`config.mk`:
```
export PLATFORM = sky130hd
export DESIGN_NAME = gregorian_date_arithmetic_unit
export DESIGN_NICKNAME = d
export VERILOG_FILES = /design/src/rtl/gdau_pkg.sv /design/src/rtl/gregorian_date_arithmetic_unit.sv /design/src/rtl/gdau_date_decode.sv /design/src/rtl/gdau_ordinal.sv /design/src/rtl/gdau_neighbor.sv
export VERILOG_INCLUDE_DIRS = /design/src /design/src/rtl
export SDC_FILE = /design/constraint.sdc
export NUM_CORES = 2
export LEC_CHECK = 0
export ABC_AREA = 1
export BUFFER_PORTS_ARGS = -buffer_cell sky130_fd_sc_hd__buf_4
export CAP_MARGIN = 15
export CORE_MARGIN = 3
export CORE_UTILIZATION = 64
export DETAILED_ROUTE_END_ITERATION = 16
export GPL_ROUTABILITY_DRIVEN = 1
export PLACE_DENSITY_LB_ADDON = 0.15
export RECOVER_POWER = 25
export SYNTH_ARGS = -nofsm -noshare
export SYNTH_HDL_FRONTEND = slang
export SYNTH_SLANG_ARGS = --single-unit
```
`constraint.sdc`:
```
create_clock -name clk -period 5.75 [get_ports clk]
set_input_delay 0.575 -clock clk [delete_from_list [all_inputs] [get_ports clk]]
set_output_delay 0.575 -clock clk [all_outputs]
set_load 0.02 [all_outputs]
```
`src/rtl/gregorian_date_arithmetic_unit_defines.svh`:
```
// ----------------------------------------------------------------------------
// Gregorian date arithmetic unit: assertion macros
// Concurrent assertion helpers for the checks in the top module of this block.
// They expect clk and arst_n in the scope where they are used.
// ----------------------------------------------------------------------------
`ifndef GREGORIAN_DATE_ARITHMETIC_UNIT_DEFINES_SVH
`define GREGORIAN_DATE_ARITHMETIC_UNIT_DEFINES_SVH

// Same-cycle implication, disabled while reset is asserted.
`define GDAU_ASSERT_IMP(label, ante, cons, msg) \
	label: assert property (@(posedge clk) disable iff (!arst_n) (ante) |-> (cons)) \
		else $error(msg);

// Next-cycle implication, disabled while reset is asserted.
`define GDAU_ASSERT_NEXT(label, ante, cons, msg) \
	label: assert property (@(posedge clk) disable iff (!arst_n) (ante) |=> (cons)) \
		else $error(msg);

`endif

```
`src/rtl/gdau_pkg.sv`:
```
// ----------------------------------------------------------------------------
// Gregorian date arithmetic unit: shared package
// Field widths, word types and calendar tables used by all pipeline stages.
// ----------------------------------------------------------------------------
`timescale 1ns / 1ps
`default_nettype none

package gdau_pkg;

	localparam int DAY_W    = 5;
	localparam int MONTH_W  = 4;
	localparam int YEAR_W   = 14;
	localparam int ORD_W    = 22;
	localparam int WEEK_W   = 6;
	localparam int DOY_W    = 9;
	localparam int Q100_W   = 8;

	// Division of a year by one hundred through a reciprocal multiply.
	localparam int RECIP_100     = 5243;
	localparam int RECIP_SHIFT   = 19;
	localparam int RECIP_PROD_W  = YEAR_W + 13;

	// Division of the day of year by seven through a reciprocal multiply.
	localparam int RECIP_7       = 293;
	localparam int RECIP_7_SHIFT = 11;
	localparam int WEEK_PROD_W   = DOY_W + 1 + 9;

	localparam int DIV_CENTURY   = 100;
	localparam int DAYS_PER_YEAR = 365;
	localparam int DAYS_PER_WEEK = 7;

	localparam logic [MONTH_W-1:0] MONTH_JAN = 4'd1;
	localparam logic [MONTH_W-1:0] MONTH_FEB = 4'd2;
	localparam logic [MONTH_W-1:0] MONTH_DEC = 4'd12;
	localparam logic [DAY_W-1:0]   DAY_FIRST = 5'd1;
	localparam logic [DAY_W-1:0]   DAY_LAST_DEC = 5'd31;

	typedef struct packed {
		logic [DAY_W-1:0]   first_day;
		logic [MONTH_W-1:0] first_month;
		logic [YEAR_W-1:0]  first_year;
		logic [DAY_W-1:0]   second_day;
		logic [MONTH_W-1:0] second_month;
		logic [YEAR_W-1:0]  second_year;
	} dates_t;

	typedef struct packed {
		logic [1:0]         status;
		logic [DAY_W-1:0]   next_day;
		logic [MONTH_W-1:0] next_month;
		logic [YEAR_W-1:0]  next_year;
		logic               next_overflow;
		logic [DAY_W-1:0]   prev_day;
		logic [MONTH_W-1:0] prev_month;
		logic [YEAR_W-1:0]  prev_year;
		logic               prev_underflow;
		logic [ORD_W-1:0]   day_ordinal;
		logic [WEEK_W-1:0]  week_of_year;
		logic [ORD_W-1:0]   days_between;
	} result_t;

	// Decoded view of one date, produced by the second pipeline stage.
	typedef struct packed {
		logic               ok;
		logic               leap;
		logic [DAY_W-1:0]   day;
		logic [MONTH_W-1:0] month;
		logic [YEAR_W-1:0]  year;
		logic [DAY_W-1:0]   mlen;
		logic [DOY_W-1:0]   doy;
		logic [YEAR_W-1:0]  pyear;
		logic [Q100_W-1:0]  p100;
	} date_info_t;

	// Neighbor dates and week number of the first date.
	typedef struct packed {
		logic [DAY_W-1:0]   next_day;
		logic [MONTH_W-1:0] next_month;
		logic [YEAR_W-1:0]  next_year;
		logic               next_overflow;
		logic [DAY_W-1:0]   prev_day;
		logic [MONTH_W-1:0] prev_month;
		logic [YEAR_W-1:0]  prev_year;
		logic               prev_underflow;
		logic [WEEK_W-1:0]  week;
	} neighbor_t;

	// Length of a month; months outside 1..12 give zero.
	function automatic logic [DAY_W-1:0] month_len(input logic [MONTH_W-1:0] month,
		input logic leap);
		logic [DAY_W-1:0] n;
		case (month)
			4'd1, 4'd3, 4'd5, 4'd7, 4'd8, 4'd10, 4'd12: n = 5'd31;
			4'd4, 4'd6, 4'd9, 4'd11:                    n = 5'd30;
			4'd2:                                       n = leap ? 5'd29 : 5'd28;
			default:                                    n = 5'd0;
		endcase
		return n;
	endfunction

	// Days before the first of a month in a common year.
	function automatic logic [DOY_W-1:0] month_start(input logic [MONTH_W-1:0] month);
		logic [DOY_W-1:0] n;
		case (month)
			4'd2:    n = 9'd31;
			4'd3:    n = 9'd59;
			4'd4:    n = 9'd90;
			4'd5:    n = 9'd120;
			4'd6:    n = 9'd151;
			4'd7:    n = 9'd181;
			4'd8:    n = 9'd212;
			4'd9:    n = 9'd243;
			4'd10:   n = 9'd273;
			4'd11:   n = 9'd304;
			4'd12:   n = 9'd334;
			default: n = 9'd0;
		endcase
		return n;
	endfunction

endpackage

`default_nettype wire

```
`src/rtl/gregorian_date_arithmetic_unit.sv`:
```
// ----------------------------------------------------------------------------
// Gregorian date arithmetic unit
// Four-stage pipeline that checks two dates and computes the neighbors,
// ordinal day, week of year of the first date and the distance between them.
// ----------------------------------------------------------------------------
// A word (a pair of dates) is taken at every rising edge where start is high;
// busy is tied low because the pipeline never holds anything back, so one
// word can be issued in every cycle. Done rises once the word has passed
// through the result register and stays high for one cycle. The receiver
// cannot stall the unit, so a result that is not captured in that cycle is
// gone. The four register stages are the century reciprocal multiply, the
// calendar decode, the ordinal and week arithmetic, and the final
// difference with the result register. There is no state between words
// and nothing to configure.
`timescale 1ns / 1ps
`default_nettype none

module gregorian_date_arithmetic_unit #(
	parameter int unsigned MAX_YEAR = 9999
) (
	input  logic             clk,
	input  logic             arst_n,
	input  logic             start,
	output logic             busy,
	input  gdau_pkg::dates_t operands,
	output logic             done,
	output gdau_pkg::result_t result
);
	import gdau_pkg::*;

`include "gregorian_date_arithmetic_unit_defines.svh"

	logic       valid_s1, valid_s2, valid_s3, valid_s4;
	logic       accept;
	date_info_t info1, info2;
	neighbor_t  nbr1;
	logic [ORD_W-1:0] ord1, ord2;
	logic       ok1, ok2;
	logic [ORD_W-1:0] diff;
	result_t    result_d;
	result_t    result_s4;
	logic       pipe_idle;
	logic       first_bad;
	logic       either_bad;
	logic       first_clear;
	logic       first_set;
	logic       dist_clear;

	// The unit never refuses a word.
	assign busy   = 1'b0;
	assign accept = start && !busy;

	// Valid bits walk alongside the data; each stage only loads when its
	// predecessor held a word, which keeps idle stages from toggling.
	always_ff @(posedge clk or negedge arst_n) begin
		if (!arst_n) begin
			valid_s1 <= 1'b0;
			valid_s2 <= 1'b0;
			valid_s3 <= 1'b0;
			valid_s4 <= 1'b0;
		end else begin
			valid_s1 <= accept;
			valid_s2 <= valid_s1;
			valid_s3 <= valid_s2;
			valid_s4 <= valid_s3;
		end
	end

	// Stages one and two: both dates are decoded by identical units.
	gdau_date_decode #(
		.MAX_YEAR(MAX_YEAR)
	) u_decode_first (
		.clk   (clk),
		.en_s1 (accept),
		.en_s2 (valid_s1),
		.day   (operands.first_day),
		.month (operands.first_month),
		.year  (operands.first_year),
		.info  (info1)
	);

	gdau_date_decode #(
		.MAX_YEAR(MAX_YEAR)
	) u_decode_second (
		.clk   (clk),
		.en_s1 (accept),
		.en_s2 (valid_s1),
		.day   (operands.second_day),
		.month (operands.second_month),
		.year  (operands.second_year),
		.info  (info2)
	);

	// Stage three: ordinal counts for both dates, neighbors for the first.
	gdau_ordinal u_ordinal_first (
		.clk  (clk),
		.en   (valid_s2),
		.info (info1),
		.ord  (ord1),
		.ok   (ok1)
	);

	gdau_ordinal u_ordinal_second (
		.clk  (clk),
		.en   (valid_s2),
		.info (info2),
		.ord  (ord2),
		.ok   (ok2)
	);

	gdau_neighbor #(
		.MAX_YEAR(MAX_YEAR)
	) u_neighbor (
		.clk  (clk),
		.en   (valid_s2),
		.info (info1),
		.nbr  (nbr1)
	);

	// Stage four: distance between the dates and the gated result word.
	// Any invalid date forces the distance to zero, and an invalid first
	// date also clears the ordinal; the neighbor fields arrive already
	// cleared from stage three.
	always_comb begin
		diff = (ord1 >= ord2) ? (ord1 - ord2) : (ord2 - ord1);

		result_d.status         = {!ok2, !ok1};
		result_d.next_day       = nbr1.next_day;
		result_d.next_month     = nbr1.next_month;
		result_d.next_year      = nbr1.next_year;
		result_d.next_overflow  = nbr1.next_overflow;
		result_d.prev_day       = nbr1.prev_day;
		result_d.prev_month     = nbr1.prev_month;
		result_d.prev_year      = nbr1.prev_year;
		result_d.prev_underflow = nbr1.prev_underflow;
		result_d.day_ordinal    = ok1 ? ord1 : '0;
		result_d.week_of_year   = nbr1.week;
		result_d.days_between   = (ok1 && ok2) ? diff : '0;
	end

	always_ff @(posedge clk) begin
		if (valid_s3) begin
			result_s4 <= result_d;
		end
	end

	assign done   = valid_s4;
	assign result = result_s4;

	// Conditions on the result word used by the checks below.
	assign pipe_idle   = !valid_s1 && !valid_s2 && !valid_s3;
	assign first_bad   = result.status[0];
	assign either_bad  = (result.status != 2'b00);
	assign first_clear = (result.day_ordinal == '0) && (result.week_of_year == '0)
		&& !result.next_overflow && !result.prev_underflow;
	assign first_set   = (result.day_ordinal != '0) && (result.week_of_year != '0);
	assign dist_clear  = (result.days_between == '0);

	// Every result traces back to a word that start presented at the input.
	`GDAU_ASSERT_IMP(a_latency, done, $past(start, 4), "result without a word four cycles back")

	// With nothing in the first three stages, no result can follow.
	`GDAU_ASSERT_NEXT(a_drain, pipe_idle, !done, "result from an empty pipe")

	// An invalid first date clears its derived fields.
	`GDAU_ASSERT_IMP(a_first_bad, done && first_bad, first_clear, "invalid first date not cleared")

	// Any invalid date clears the distance.
	`GDAU_ASSERT_IMP(a_between_bad, done && either_bad, dist_clear, "distance with an invalid date")

	// A valid first date always has a nonzero ordinal and week.
	`GDAU_ASSERT_IMP(a_first_good, done && !first_bad, first_set, "zero ordinal or week")

endmodule

`default_nettype wire

```
`src/rtl/gdau_date_decode.sv`:
```
// ----------------------------------------------------------------------------
// Date decoder
// Stages one and two for one date: century quotient, leap rule, validity,
// month length, day of year and the year terms used by the ordinal count.
// ----------------------------------------------------------------------------
`timescale 1ns / 1ps
`default_nettype none

module gdau_date_decode #(
	parameter int unsigned MAX_YEAR = 9999
) (
	input  logic                         clk,
	input  logic                         en_s1,
	input  logic                         en_s2,
	input  logic [gdau_pkg::DAY_W-1:0]   day,
	input  logic [gdau_pkg::MONTH_W-1:0] month,
	input  logic [gdau_pkg::YEAR_W-1:0]  year,
	output gdau_pkg::date_info_t         info
);
	import gdau_pkg::*;

	logic [DAY_W-1:0]        day_s1;
	logic [MONTH_W-1:0]      month_s1;
	logic [YEAR_W-1:0]       year_s1;
	logic [Q100_W-1:0]       q100_s1;
	logic [RECIP_PROD_W-1:0] q_prod;
	logic [YEAR_W-1:0]       rem100;
	logic                    rem_zero;
	logic                    leap;
	logic [DAY_W-1:0]        mlen;
	logic                    year_ok, month_ok, day_ok;
	date_info_t              info_d;
	date_info_t              info_s2;

	assign q_prod = RECIP_PROD_W'(year) * RECIP_PROD_W'(RECIP_100);

	always_ff @(posedge clk) begin
		if (en_s1) begin
			day_s1   <= day;
			month_s1 <= month;
			year_s1  <= year;
			q100_s1  <= q_prod[RECIP_SHIFT +: Q100_W];
		end
	end

	always_comb begin
		rem100   = year_s1 - YEAR_W'(q100_s1) * YEAR_W'(DIV_CENTURY);
		rem_zero = (rem100 == '0);
		// Divisible by four, and either not a century or a century divisible by four.
		leap     = (year_s1[1:0] == 2'b00) && (!rem_zero || (q100_s1[1:0] == 2'b00));
		mlen     = month_len(month_s1, leap);
		year_ok  = (year_s1 != '0) && (year_s1 <= YEAR_W'(MAX_YEAR));
		month_ok = (month_s1 >= MONTH_JAN) && (month_s1 <= MONTH_DEC);
		day_ok   = (day_s1 != '0) && (day_s1 <= mlen);

		info_d.ok    = year_ok && month_ok && day_ok;
		info_d.leap  = leap;
		info_d.day   = day_s1;
		info_d.month = month_s1;
		info_d.year  = year_s1;
		info_d.mlen  = mlen;
		info_d.doy   = month_start(month_s1) + DOY_W'(day_s1)
			+ DOY_W'((month_s1 > MONTH_FEB) && leap);
		info_d.pyear = year_s1 - YEAR_W'(1);
		// Centuries of the previous year drop by one when this year is a century.
		info_d.p100  = q100_s1 - Q100_W'(rem_zero);
	end

	always_ff @(posedge clk) begin
		if (en_s2) begin
			info_s2 <= info_d;
		end
	end

	assign info = info_s2;

endmodule

`default_nettype wire

```
`src/rtl/gdau_ordinal.sv`:
```
// ----------------------------------------------------------------------------
// Ordinal day counter
// Stage three for one date: days from the first day of year one.
// ----------------------------------------------------------------------------
`timescale 1ns / 1ps
`default_nettype none

module gdau_ordinal (
	input  logic                       clk,
	input  logic                       en,
	input  gdau_pkg::date_info_t       info,
	output logic [gdau_pkg::ORD_W-1:0] ord,
	output logic                       ok
);
	import gdau_pkg::*;

	localparam int SUM_W = ORD_W + 1;

	logic [SUM_W-1:0] sum;
	logic [ORD_W-1:0] ord_s3;
	logic             ok_s3;

	assign sum = SUM_W'(info.pyear) * SUM_W'(DAYS_PER_YEAR)
		+ SUM_W'(info.pyear >> 2)
		- SUM_W'(info.p100)
		+ SUM_W'(info.p100 >> 2)
		+ SUM_W'(info.doy);

	always_ff @(posedge clk) begin
		if (en) begin
			ord_s3 <= sum[ORD_W-1:0];
			ok_s3  <= info.ok;
		end
	end

	assign ord = ord_s3;
	assign ok  = ok_s3;

endmodule

`default_nettype wire

```
`src/rtl/gdau_neighbor.sv`:
```
// ----------------------------------------------------------------------------
// Neighbor date and week stage
// Stage three for the first date: following day, preceding day and week of
// the year, all cleared when the date is invalid.
// ----------------------------------------------------------------------------
`timescale 1ns / 1ps
`default_nettype none

module gdau_neighbor #(
	parameter int unsigned MAX_YEAR = 9999
) (
	input  logic                 clk,
	input  logic                 en,
	input  gdau_pkg::date_info_t info,
	output gdau_pkg::neighbor_t  nbr
);
	import gdau_pkg::*;

	logic [WEEK_PROD_W-1:0] week_prod;
	logic [MONTH_W-1:0]     month_dec;
	neighbor_t              nbr_d;
	neighbor_t              nbr_s3;

	assign month_dec = info.month - MONTH_W'(1);
	assign week_prod = WEEK_PROD_W'(info.doy + DOY_W'(DAYS_PER_WEEK - 1))
		* WEEK_PROD_W'(RECIP_7);

	always_comb begin
		nbr_d = '0;
		if (info.ok) begin
			if (info.day < info.mlen) begin
				nbr_d.next_day   = info.day + DAY_W'(1);
				nbr_d.next_month = info.month;
				nbr_d.next_year  = info.year;
			end else if (info.month < MONTH_DEC) begin
				nbr_d.next_day   = DAY_FIRST;
				nbr_d.next_month = info.month + MONTH_W'(1);
				nbr_d.next_year  = info.year;
			end else if (info.year < YEAR_W'(MAX_YEAR)) begin
				nbr_d.next_day   = DAY_FIRST;
				nbr_d.next_month = MONTH_JAN;
				nbr_d.next_year  = info.year + YEAR_W'(1);
			end else begin
				nbr_d.next_overflow = 1'b1;
			end

			if (info.day > DAY_FIRST) begin
				nbr_d.prev_day   = info.day - DAY_W'(1);
				nbr_d.prev_month = info.month;
				nbr_d.prev_year  = info.year;
			end else if (info.month > MONTH_JAN) begin
				nbr_d.prev_day   = month_len(month_dec, info.leap);
				nbr_d.prev_month = month_dec;
				nbr_d.prev_year  = info.year;
			end else if (info.year > YEAR_W'(1)) begin
				nbr_d.prev_day   = DAY_LAST_DEC;
				nbr_d.prev_month = MONTH_DEC;
				nbr_d.prev_year  = info.year - YEAR_W'(1);
			end else begin
				nbr_d.prev_underflow = 1'b1;
			end

			nbr_d.week = week_prod[RECIP_7_SHIFT +: WEEK_W];
		end
	end

	always_ff @(posedge clk) begin
		if (en) begin
			nbr_s3 <= nbr_d;
		end
	end

	assign nbr = nbr_s3;

endmodule

`default_nettype wire

```
# Word-level counts from Yosys, hierarchy flattened

Memories as Yosys holds them, arrays and structs flattened. A register that Yosys moved wholly into a read port is not among the register bits.
Index checks and enable logic that the tools add are counted.
Widths: inputs -> output; s select.

Add/sub/neg operators: 27
$mul: 7
Divide/modulo/power cells: 0
$lt $le $gt $ge: 17
Equal/unequal tests: 36
Shift operators: 0
Muxes and demuxes: 17
Bitwise gates (word level): 1
Reduce and logical (&&, ||, !) cells: 39

Operators by type and width:

| operator               | count |
|---|---|
| $mux 23                | 5 |
| $eq 4x4->1 const B     | 15 |
| $mul 14x13->27 const B | 2 |
| $eq 4x3->1 const B     | 12 |
| $pmux 5 s3             | 3 |
| $add 22x12->22         | 2 |
| $add 22x6->22          | 2 |
| $add 22x9->22          | 2 |
| $mul 14x9->22 const B  | 2 |
| $sub 22x22->22         | 2 |
| $sub 22x8->22          | 2 |
| $sub 14x1->14 const B  | 3 |
| $le 14x14->1 const B   | 2 |
| $logic_not 14->1       | 2 |
| $reduce_bool 14->1     | 2 |
| $sub 14x14->14         | 2 |
| $eq 4x2->1 const B     | 6 |
| $mul 8x5->12 const B   | 2 |
| $ge 22x22->1           | 1 |
| $mux 22                | 1 |
| $reduce_or 7->1        | 3 |
| $mul 19x9->17 const B  | 1 |
| $mux 19                | 1 |
| $add 9x1->9            | 2 |
| 29 further kinds       | 67 |

Register bits: 359
Latch bits: 0
Bits in writable memories: 0
Bits in read-only memories: 288
Input bits: 49
Output and inout port bits: 102
Logic and storage cells: 196
Memories: 2

Memory list:

| name            | words | bits a word | read ports | clocked after memory_dff | wr ports | RTL line        | RTL |
|---|---|---|---|---|---|---|---|
| (no name shown) | 16    | 9           | 1          | 1                        | 0        | gdau_pkg.sv:104 | `case (month)` |
| (no name shown) | 16    | 9           | 1          | 1                        | 0        | gdau_pkg.sv:104 |  |

# Depth between registers and ports, before layout

Depth after elaboration: 11
Depth in mapped cells: 32
Depth with buffers taken out: 32

# Modules after synthesis

From an unflattened synthesis, not the netlist that was laid out.

Cell total of the unflattened synthesis: 4531
Area total of the unflattened synthesis: 40117.2 µm²

By module, submodules not included:

| module                             | times used | cells each | area an instance (µm²) | sequential area each (µm²) |
|---|---|---|---|---|
| gdau_date_decode (u_decode_first)  | 1          | 972        | 9236.4                 | 2882.8 |
| gdau_date_decode (u_decode_second) | 1          | 961        | 9142.5                 | 2882.8 |
| gregorian_date_arithmetic_unit     | 1          | 821        | 6640.1                 | 3103.0 |
| gdau_ordinal (u_ordinal_second)    | 1          | 602        | 5183.7                 | 690.7 |
| gdau_ordinal (u_ordinal_first)     | 1          | 596        | 5161.2                 | 690.7 |
| gdau_neighbor                      | 1          | 579        | 4753.3                 | 1621.6 |

# Worst setup path after synthesis

No wires, ideal clock.

Path type: register to register
Start point: register u_decode_second.q100_s1[3]
End point: register u_decode_second.info_s2, in the netlist u_decode_second.info[30], data pin
Library setup time: 258 ps
Arrival: 5055 ps
Data required time: 5492 ps
Slack: 437 ps
Cell stages (with the launch flop): 33
Buffers on the path: 0
Period minus slack after synthesis: 5313 ps
Path through: edfxtp_1 > inv_1 > ha_1 > ha_1 > fa_1 > ha_1 > nand2_1 > o21ai_0 > nand2_1 > nand2_1 > a21oi_1 > xor2_1 > ha_1 > nand2_1 > inv_1 > nand2_1 > nor2_1 > nand2_1 > nand3_1 > inv_1 > nand2_1 > nand2_1 > nand2_1 > nor2_1 > nand3_1 > nand4_1 > fa_1 > fa_1 > o21ai_0 > a21oi_1 > nor2_1 > nand3_1 > xnor2_1

RTL lines:

| what                     | RTL line               | RTL |
|---|---|---|
| start: declaration       | gdau_date_decode.sv:25 | `logic [Q100_W-1:0] q100_s1;` |
| start signal: assignment | gdau_date_decode.sv:42 | `q100_s1 <= q_prod[RECIP_SHIFT +: Q100_W];` |
| end signal: assignment   | gdau_date_decode.sv:71 | `info_s2 <= info_d;` |
| end: declaration         | gdau_date_decode.sv:33 | `date_info_t info_s2;` |

==> reports/results.tsv <==
stage	metric	value	unit
outcome	outcome	finished, violations left	
outcome	violations	max-capacitance violations, max-slew violations	
final_layout	syn2layout_area_growth	8.90	%
drt	final_antenna_net_count	0	
floorplanning	start_util	65.3	%
logic_synthesis	yosysMostFrequentCell	inv_1	
logic_synthesis	synth_edf_count	353	
critical_path	cp-end-kind	register	
drt	vias	26300	
logic_synthesis	synth_flop_cell	edfxtp_1	
global_routing	antenna_found_initial	0	
run	max_cap_viol_count	3	
clock_tree	clock_latency	0.58	ns
sta	fmax	185	MHz
sta	period_share	94.1	%
critical_path	reg2reg_from	u_decode_second.q100_s1[2]$_DFFE_PP_	
logic_synthesis	yosysWarnings	0	
floorplanning	core	0.0570	mm^2
critical_path	critical_path.max_fanout	4	
placed_design	post_dp_cell_area	0.0392	mm^2
sta	setup_viol	0	
logic_synthesis	synthDistinctLibCells	61	
logic_synthesis	ys_top_cells_by_count	903 x inv_1, 591 x ha_1, 587 x nand2_1	
logic_synthesis	ys_ff_latch	375	
sta	worst_pin_slew	2.26	ns
drt	avgViaCountPerCell	5.38	
critical_path	r2r_slack	0.34	ns
critical_path	crit_type	reg -> reg	
sta	post-route-min-period	5.41	ns
logic_synthesis	synth_area	0.0373	mm^2
clock_tree	numCtsBuffers	42	
clock_tree	clock_path_buffers	3	
global_routing	grt_pass1_vias	27000	
critical_path	cp-startpoint	u_decode_second.q100_s1[2]$_DFFE_PP_	
clock_tree	clkSlewWorstSetupHoldPaths	0.06	ns
global_routing	grt_usage	29.9	%
logic_synthesis	syn-mean-instance-area	9.49	um^2
floorplanning	die_h	247	um
clock_tree	clock-root-buffer	clkbuf_16	
placed_design	dpl_worst_slack	0.0496	ns
clock_tree	h-tree-depth	2	
drt	routed_wl	88600	um
drt	remaining_drc_errors	0	
placed_design	port_buffers	149	
critical_path	cp-endpoint	u_decode_second.info[30]$_DFFE_PP_	
critical_path	worstSetupStartpointType	register	
drt	drtPass1Iterations	5	
final_layout	diodes	0	
sta	hold_viol	0	
final_layout	multi_input_area	0.0226	mm^2
critical_path	worstReg2RegEnd	u_decode_second.info[30]$_DFFE_PP_	
logic_synthesis	synth_top_area_share	28.4	%
logic_synthesis	synth_top_cell_by_area	edfxtp_1	
logic_synthesis	ys_async_sr_fraction	1.07	%
placed_design	gp_congestion	0.969	
sta	clock_skew	0.0193	ns
final_layout	drive_above_1_share	6.88	%
drt	wire_per_inst	18.1	um
clock_tree	cts.sinks	375	
sta	final_max_slew_viol_count	114	
placed_design	hpwl	74000	um
global_routing	grt-ovfl-total	0	
drt	drtIter0Drc	1424	
floorplanning	fp.dieW	247	um
final_layout	fin_nets	5073	
sta	worst_slack	0.340	ns
final_layout	fin_area	0.0406	mm^2
critical_path	crit_path_max_incr_delay	0.58	ns
sta	slew-limit-headroom	-50.3	%
final_layout	n_fill_cell	4491	
critical_path	cp_slowest_cell	fa_1	
floorplanning	std_cell_rows	87	
logic_synthesis	post_synth_inst_count	3929	
floorplanning	die_area	0.0612	mm^2
clock_tree	cts_tree	yes	
logic_synthesis	synth_area_leaders	edfxtp_1 28%, ha_1 20%, fa_1 17%	
global_routing	grt_pass1_wl	142000	um
floorplanning	io-pin-count	151	
critical_path	path_common_cell	nand2_1	
global_routing	grt_start_max_net_pins	73	
final_layout	post-route-util	71.2	%
logic_synthesis	syn_nets	4892	
critical_path	reg2regPathDepth	31	
final_layout	seqCellArea	0.0111	mm^2
logic_synthesis	synth.yosys.seq_area_share	29.7	%
critical_path	crit_arrival	5.73	ns
worst_hold_path	min_path_type	in -> reg	
critical_path	crit_required	6.07	ns
==> state kept, by name, indices dropped and copies added, names as in the netlist, named ones only <==
signal / flops
valid_s3: 1
done: 1
u_decode_first.info: 59
u_decode_second.month_s1: 4
u_decode_first.month_s1: 4
u_decode_first.day_s1: 5
valid_s2: 1
u_ordinal_second.ok: 1
u_neighbor.nbr: 54
u_decode_first.q100_s1: 8
u_decode_second.info: 32
valid_s1: 1
u_decode_second.year_s1: 14
u_decode_first.year_s1: 14
u_decode_second.day_s1: 5
u_ordinal_second.ord: 22
u_ordinal_first.ord: 22
u_decode_second.q100_s1: 8
result: 100
u_ordinal_first.ok: 1
==> worst min path at each step <==
stage / from / cells after the start / slack (ns) / to
floorplan: arst_n / 0 / 0.28 / done$_DFF_PN0_
global placement: arst_n / 1 / 0.38 / done$_DFF_PN0_
detailed placement: arst_n / 1 / 0.38 / done$_DFF_PN0_
CTS: operands[44] / 1 / 0.15 / u_decode_first.day_s1[3]$_DFFE_PP_
global route: operands[18] / 1 / 0.18 / u_decode_second.day_s1[0]$_DFFE_PP_
finish: operands[44] / 1 / 0.20 / u_decode_first.day_s1[3]$_DFFE_PP_
==> what timing repair did <==
action / 4_1_cts / 5_1_grt
hold buffers: 1 / 0
setup buffers: 0 / 6
endpoints found under the setup margin: 0 / 8
endpoints found under the hold margin: 4 / 0
gates resized for setup: 0 / 20
==> cell usage in the layout, fill, tap and decap left out, drive strengths merged, types with 8 or more instances in the layout <==
cell type	n
nor2	221
or2	8
nand4	46
a21oi	223
xor2	123
a31oi	12
fa	323
nor3	42
a211oi	10
o21bai	10
nand3	128
dfxtp	18
ha	591
xnor2	53
edfxtp	353
nand2	602
nor4	14
o21a	9
clkinv	15
o211ai	10
bufinv	8
o21ai	136
buf	120
clkbuf	96
inv	914
a21o	11
o22ai	10
==> cell families after synthesis <==
family | count (synthesis) | share of synthesized area, %
other cells | 1 | 0.0101
buf+inv | 947 | 9.84
fa+ha+maj | 914 | 37.2
compound gates | 450 | 6.84
simple gates | 1066 | 12.3
xor+xnor | 176 | 4.16
flops | 375 | 29.7
==> worst max-delay path: cells and delay by family (launching register included) <==
kind	cells	cell delay, ns
adders and majority gates	7	2.46
xor gates and xnor gates	2	0.21
buffers and inverters	3	0.22
DFF	1	0.39
AOI/OAI and AO/OA	2	0.24
and+or+nand+nor	17	1.61
==> per-layer routing <==
layer,GRT usage [%],up-vias,wire length [um]
li1,-,13000,-
met1,38.8,12600,37900
met2,50.7,629,42100
met3,3.54,173,4180
met4,13.5,0,4390
met5,0,-,0
==> layout make-up <==
class | instances | area share [%]
Sequential cell | 375 | 27.2
Multi-Input combinational cell | 2607 | 55.7
Clock inverter | 30 | 0.949
Inverter | 913 | 8.44
Tap cell | 756 | 2.33
Clock buffer | 46 | 2.63
Timing Repair Buffer | 171 | 2.74
==> stage by stage <==
step	TNS [ns]	std cells	hold slack [ns]
after floorplan	0	3929	0.279
after global placement	0	4815	0.382
after detailed placement	0	4815	0.381
after CTS	0	4892	0.147
after global routing	-0.0386	4898	0.179
final	0	4898	0.202
Power is not shown: default switching activity piles up to over one toggle a cycle in this logic, so the estimate is an artifact.
